File: config.mk
export PLATFORM = sky130hd
export DESIGN_NAME = wlth_cell
export DESIGN_NICKNAME = d
export VERILOG_FILES = /design/src/rtl/core/window_layer_table_hit_test_top_defines.svh /design/src/rtl/core/wlth_pkg.sv /design/src/rtl/core/wlth_cell.sv
export SDC_FILE = /design/constraint.sdc
export NUM_CORES = 1
export LEC_CHECK = 0
export ABC_CLOCK_PERIOD_IN_PS = 14400
export BUFFER_PORTS_ARGS = -buffer_cell sky130_fd_sc_hd__buf_2
export CORE_MARGIN = 1.5
export CORE_UTILIZATION = 25
export DETAILED_ROUTE_END_ITERATION = 7
export REMOVE_ABC_BUFFERS = 1
export SYNTH_ARGS = -nofsm -noshare
export SYNTH_HDL_FRONTEND = slang
export SYNTH_SLANG_ARGS = --single-unit
File: constraint.sdc
create_clock -name i_clk -period 14.4 [get_ports i_clk]
set_clock_uncertainty 0.15 [all_clocks]
set_input_delay 0.72 -clock i_clk [delete_from_list [all_inputs] [get_ports i_clk]]
set_output_delay 0.72 -clock i_clk [all_outputs]
set_load 0.02 [all_outputs]
File: src/rtl/core/window_layer_table_hit_test_top_defines.svh
// assertion macros for the window layer table hit test block
// no dependencies; included by the top level
`ifndef WINDOW_LAYER_TABLE_HIT_TEST_TOP_DEFINES_SVH
`define WINDOW_LAYER_TABLE_HIT_TEST_TOP_DEFINES_SVH
`ifndef SYNTH
`define WLTH_ASSERT_NOW(label, clk, rst_n, ante, cons) \
    label: assert property (@(posedge clk) disable iff (!rst_n) (ante) |-> (cons)) \
        else $error("wlth check failed");
`define WLTH_ASSERT_NEXT(label, clk, rst_n, ante, cons) \
    label: assert property (@(posedge clk) disable iff (!rst_n) (ante) |=> (cons)) \
        else $error("wlth check failed");
`else
`define WLTH_ASSERT_NOW(label, clk, rst_n, ante, cons)
`define WLTH_ASSERT_NEXT(label, clk, rst_n, ante, cons)
`endif
`endif

File: src/rtl/core/wlth_pkg.sv
// shared types and constants for the window layer table hit test block
// no dependencies
package wlth_pkg;

    localparam int SLOTS_DEF    = 16;
    localparam int CNT_W        = 7;   // holds a count of up to 127 windows
    localparam int CFG_IDX_W    = 2;
    localparam int CLOSE_MARGIN = 4;

    localparam logic [1:0] MODE_CREATE  = 2'd0;
    localparam logic [1:0] MODE_DESTROY = 2'd1;
    localparam logic [1:0] MODE_FOCUS   = 2'd2;
    localparam logic [1:0] MODE_QUERY   = 2'd3;

    localparam logic [1:0] ST_OK    = 2'd0;
    localparam logic [1:0] ST_FULL  = 2'd1;
    localparam logic [1:0] ST_EMPTY = 2'd2;

    localparam logic [CFG_IDX_W-1:0] REG_TITLEBAR = 2'd0;
    localparam logic [CFG_IDX_W-1:0] REG_CLOSE    = 2'd1;

    typedef enum logic [1:0] {S_IDLE, S_SCAN, S_OUT} t_state;

    // command seen by every cell, held for the whole scan
    typedef struct packed {
        logic [1:0]  mode;
        logic [3:0]  slot;
        logic [15:0] px;
        logic [15:0] py;
        logic [15:0] w;
        logic [15:0] h;
        logic        cl;
        logic        commit;
        logic [7:0]  new_level;
        logic [31:0] new_id;
    } t_cmd;

    // running scan record handed from cell to cell
    typedef struct packed {
        logic             vld;
        logic             hit;
        logic [3:0]       slot;
        logic [7:0]       lvl;
        logic [31:0]      id;
        logic [15:0]      left;
        logic [15:0]      top;
        logic [15:0]      width;
        logic             cl;
        logic             free;
        logic [3:0]       free_slot;
        logic [7:0]       max_lvl;
        logic [CNT_W-1:0] count;
    } t_scan;

endpackage

File: src/rtl/core/wlth_cell.sv
// one window slot: holds its rectangle, level and id, folds itself into the scan record
// depends on wlth_pkg
module wlth_cell #(
    parameter int IDX = 0
) (
    input  logic           i_clk,
    input  logic           i_rst_n,
    input  wlth_pkg::t_cmd  i_cmd,
    input  wlth_pkg::t_scan i_rec,
    output wlth_pkg::t_scan o_rec
);
    import wlth_pkg::*;

    logic        r_used;
    logic        r_claim;
    logic [15:0] r_left;
    logic [15:0] r_top;
    logic [15:0] r_width;
    logic [15:0] r_height;
    logic [7:0]  r_lvl;
    logic [31:0] r_id;
    logic        r_cl;
    t_scan       r_rec;
    t_scan       n_rec;

    logic       w_tgt;
    logic       w_hold;
    logic       w_match;
    logic       w_first;
    logic [3:0] w_idx;

    assign w_idx = IDX[3:0];
    // slots at 16 and above can never be named by the 4-bit slot field
    assign w_tgt = (IDX < 16) && (i_cmd.slot == w_idx);

    assign w_hold = r_used
        && ({1'b0, i_cmd.px} >= {1'b0, r_left})
        && ({1'b0, i_cmd.px} <  ({1'b0, r_left} + {1'b0, r_width}))
        && ({1'b0, i_cmd.py} >= {1'b0, r_top})
        && ({1'b0, i_cmd.py} <  ({1'b0, r_top} + {1'b0, r_height}));

    always_comb begin
        case (i_cmd.mode)
            MODE_QUERY:   w_match = w_hold && (!i_rec.hit || (r_lvl > i_rec.lvl));
            MODE_DESTROY: w_match = r_used && w_tgt;
            MODE_FOCUS:   w_match = r_used && w_tgt;
            default:      w_match = 1'b0;
        endcase
        w_first = (i_cmd.mode == MODE_CREATE) && !r_used && !i_rec.free;

        n_rec = i_rec;
        // record valid is dropped while reset is held
        n_rec.vld = i_rec.vld && i_rst_n;
        if (r_used) begin
            n_rec.count = i_rec.count + CNT_W'(1);
            if (r_lvl > i_rec.max_lvl) begin
                n_rec.max_lvl = r_lvl;
            end
        end
        if (w_match) begin
            n_rec.hit   = 1'b1;
            n_rec.slot  = w_idx;
            n_rec.lvl   = r_lvl;
            n_rec.id    = r_id;
            n_rec.left  = r_left;
            n_rec.top   = r_top;
            n_rec.width = r_width;
            n_rec.cl    = r_cl;
        end
        if (w_first) begin
            n_rec.free      = 1'b1;
            n_rec.free_slot = w_idx;
        end
    end

    always_ff @(posedge i_clk) begin
        if (!i_rst_n) begin
            r_used    <= 1'b0;
            r_claim   <= 1'b0;
        end else begin
            if (i_rec.vld) begin
                r_claim <= w_first;
            end
            if (i_cmd.commit) begin
                case (i_cmd.mode)
                    MODE_CREATE: begin
                        if (r_claim) begin
                            r_used <= 1'b1;
                        end
                    end
                    MODE_DESTROY: begin
                        if (w_tgt) begin
                            r_used <= 1'b0;
                        end
                    end
                    default: begin
                    end
                endcase
            end
        end
    end

    // payload side, no reset
    always_ff @(posedge i_clk) begin
        r_rec.vld       <= n_rec.vld;
        r_rec.hit       <= n_rec.hit;
        r_rec.slot      <= n_rec.slot;
        r_rec.lvl       <= n_rec.lvl;
        r_rec.id        <= n_rec.id;
        r_rec.left      <= n_rec.left;
        r_rec.top       <= n_rec.top;
        r_rec.width     <= n_rec.width;
        r_rec.cl        <= n_rec.cl;
        r_rec.free      <= n_rec.free;
        r_rec.free_slot <= n_rec.free_slot;
        r_rec.max_lvl   <= n_rec.max_lvl;
        r_rec.count     <= n_rec.count;
        if (i_cmd.commit) begin
            if ((i_cmd.mode == MODE_CREATE) && r_claim) begin
                r_left   <= i_cmd.px;
                r_top    <= i_cmd.py;
                r_width  <= i_cmd.w;
                r_height <= i_cmd.h;
                r_cl     <= i_cmd.cl;
                r_lvl    <= i_cmd.new_level;
                r_id     <= i_cmd.new_id;
            end else if ((i_cmd.mode == MODE_FOCUS) && w_tgt) begin
                r_lvl <= i_cmd.new_level;
            end
        end
    end

    assign o_rec = r_rec;

endmodule

==> metrics.cfg <==
[run_status]
status = finished clean

[pwr]
switchingPower_uw = 349
power_density_mw_per_mm2 = 110
p_sw_share_pct = 23.6
p_leak_uw = 0.00604
pwr-share-seq_pct = 46.3
irDropWorstVdd_uv = 74.8
intPower_uw = 1130
pwr-share-clk_pct = 45.5
p_comb_share_pct = 8.2

[setup_path]
rrSetupSlack_ps = 8950
path_buf_inv = 1
critPathSlowestCell = buf_4
max_stage_delay_ps = 620
cp.depth = 18
critPathLaunch = r_left[0]$_DFFE_PP_
reg2reg_from = r_left[0]$_DFFE_PP_
reg2reg_to = o_rec[28]$_DFF_P_
crit_path_end = o_rec[28]$_DFF_P_
worstPathArrival_ps = 5730
critical_path.cell_chain = ha_1, fa_1, a211oi_2, o21bai_1, o31a_1, a41oi_2, nor2b_1, o21bai_1, a21oi_1, xor2_1, ha_1, nand4_1, a211oi_1, nor2_1, or4_4, a31oi_4, buf_4, mux2_2
required_ps = 14680
r2r_cells = 18
start_kind = flop
critPathMaxFanout = 58
path_class = flop to flop
crit_family = compound AO/OA/AOI/OAI gates
cp-end-kind = flop

[sta]
fmax_ghz = 0.183
tightestPinTransition_ps = 889
maxSlewHeadroom_pct = 40.7
rsz0062_at_grt = false
setup_tns_ps = 0
setup_violations = 0
slew_violations = 0
hold_violations = 0
fin_crit_sh_pct = 37.9
min_period_ps = 5450

[place]
routabilityCongestion = 0.826
hpwl_mm = 21.3
placed_area_sq_mm = 0.0125
port_buffers = 343

[global_routing]
grt_pass1_wl_mm = 40.8
grt_pass1_vias = 7557
gr-usage-all-layers_pct = 12.5
grt-ovfl-total = 0
antenna_found_initial = 5
grt_max_degree = 61

[synth]
synth-edff-count = 105
synth_flop_cell = dfxtp_1
ys_seq_area_share_pct = 53.8
ys_async_sr_fraction_pct = 0
ys_seq_elements = 222
ys_types = 57
syn_avg_cell_area_sq_um = 12.7
synth_cells = 801
yosysWarnings = 0
synth_area_sq_mm = 0.0102

[die]
start_util_pct = 25.5
die_x_um = 205
io_pins = 344
core_area_sq_mm = 0.0400
die_h_um = 205
rows = 73
dieArea_sq_mm = 0.0421

[clock_network]
cts_resized = 0
cts_tree = built
post-cts-setup-buffers = 0
cts_hold_buf = 0
cts_buffer_depth = 3
clock_latency_ps = 550
h-tree-depth = 1
cts_buffers = 26
root_buffer = clkbuf_16
clkTransAtPathRegs_ps = 60
numClockSinks = 222

[final_layout]
stdcell_area_sq_mm = 0.0134
synthToLayoutAreaGrowth_pct = 31.4
drive_gt1_share_pct = 36.9
final_common_cell = buf_2
final_cell_mix = 343 x buf_2, 117 x dfxtp_1, 115 x ha_1, 105 x edfxtp_1, 56 x inv_1
nNetsFinal = 1509

[worst_hold_path]
min_path_type = primary input to flop

[drt]
wl_mm = 27.4
drt-pass1-iter-count = 4
dr_total_vias = 7412
viasPerCell = 4.33
post-route-drc-count = 0
ant_nets = 0
wl_per_cell_um = 16.0
drt-initial-drc-count = 269

[job]
maxCapViolCount = 0

[worst min path at each step]
stage | start | end | slack [ps] | depth (start not counted)
after floorplan | r_id[31]$_DFFE_PP_ | o_rec[100]$_DFF_P_ | 280 | 1
after global placement | r_id[7]$_DFFE_PP_ | o_rec[76]$_DFF_P_ | 280 | 1
after detailed placement | r_id[3]$_DFFE_PP_ | o_rec[72]$_DFF_P_ | 280 | 1
after CTS | i_cmd[64] | r_width[6]$_DFFE_PP_ | 160 | 1
after global routing | i_cmd[54] | r_height[12]$_DFFE_PP_ | 170 | 1
final | i_cmd[69] | r_width[11]$_DFFE_PP_ | 200 | 1
[kinds of logic after synthesis]
group                    count (synthesis)  synth area share, %
adder cells (fa/ha/maj)                117                 14.5
flip-flops                             222                 53.8
buffers and inverters                   68                 3.02
multiplexers                            92                 10.1
XOR/XNOR                                33                 2.83
AND/OR/NAND/NOR                        119                 6.19
AO/OA/AOI/OAI                          150                 9.51
[cell usage after synthesis, types with 3 or more instances]
| cell type | n | area share, % |
|---|---|---|
| dfxtp_1 | 117 | 23 |
| ha_1 | 115 | 14 |
| edfxtp_1 | 105 | 31 |
| inv_1 | 56 | 2.1 |
| mux2_1 | 55 | 6.1 |
| o21ai_0 | 42 | 2.1 |
| a21oi_1 | 39 | 1.9 |
| mux2_2 | 36 | 4.0 |
| nand2_1 | 22 | 0.81 |
| nor2_1 | 21 | 0.77 |
| a21o_1 | 20 | 1.5 |
| xor2_1 | 19 | 1.6 |
| nor2b_1 | 18 | 1.1 |
| xnor2_1 | 14 | 1.2 |
| nand2b_1 | 9 | 0.55 |
| nand3_1 | 9 | 0.44 |
| nand4_1 | 9 | 0.55 |
| o21a_1 | 9 | 0.66 |
| and2_1 | 7 | 0.43 |
| nor3_1 | 7 | 0.34 |
| buf_6 | 6 | 0.66 |
| o21bai_1 | 6 | 0.44 |
| a211oi_1 | 5 | 0.37 |
| a31oi_1 | 5 | 0.31 |
| and3_1 | 4 | 0.25 |
| a2111oi_0 | 3 | 0.26 |
| buf_2 | 3 | 0.15 |
| o211ai_1 | 3 | 0.22 |
[stage by stage]
| step | util [%] | instances | worst slack, ps | hold WS (ps) | power, uW |
|---|---|---|---|---|---|
| detailed placement | 31.3 | 1660 | 8980 | 285 | 821 |
| floorplan | - | 789 | 8560 | 275 | 756 |
| finish | 33.5 | 1710 | 8950 | 198 | 1480 |
| global route | 33.5 | 1709 | 8570 | 168 | 1540 |
| global placement | 31.3 | 1660 | 9050 | 276 | 819 |
| CTS | 33.5 | 1708 | 8910 | 157 | 1510 |
[layer usage]
layer,GRT usage (%),up-vias,share of wire (%)
li1,-,3656,-
met1,15.9,3461,44
met2,20.7,243,46
met3,3.23,46,7.4
met4,3.91,6,2.1
met5,0,-,0.12
[registers in the layout (all words and copies together) (netlist names)]
name      flops
o_rec       115
r_cl          1
r_claim       1
r_height     16
r_id         32
r_left       16
r_lvl         8
r_top        16
r_used        1
r_width      16
[power groups by stage]
stage          Clock, uW  Combinational [uW]  Sequential (uW)
4_1_cts              702                 124              684
3_5_place_dp           0                 123              698
5_1_grt              724                 135              686
2_1_floorplan          0                35.3              721
3_3_place_gp           0                 121              698
6_report             673                 122              684
[cell type report]
cell class / instances / area [sq um]
diodes: 2 / 5.00
fillers: 4055 / 26600
flip-flops and latches: 222 / 5500
clock buffers: 36 / 803
inverters: 56 / 210
repair buffers: 346 / 1740
multi-input cells: 511 / 4410
well taps: 525 / 657
clock inverters: 12 / 88.8
(Power assumes the default switching activity.)
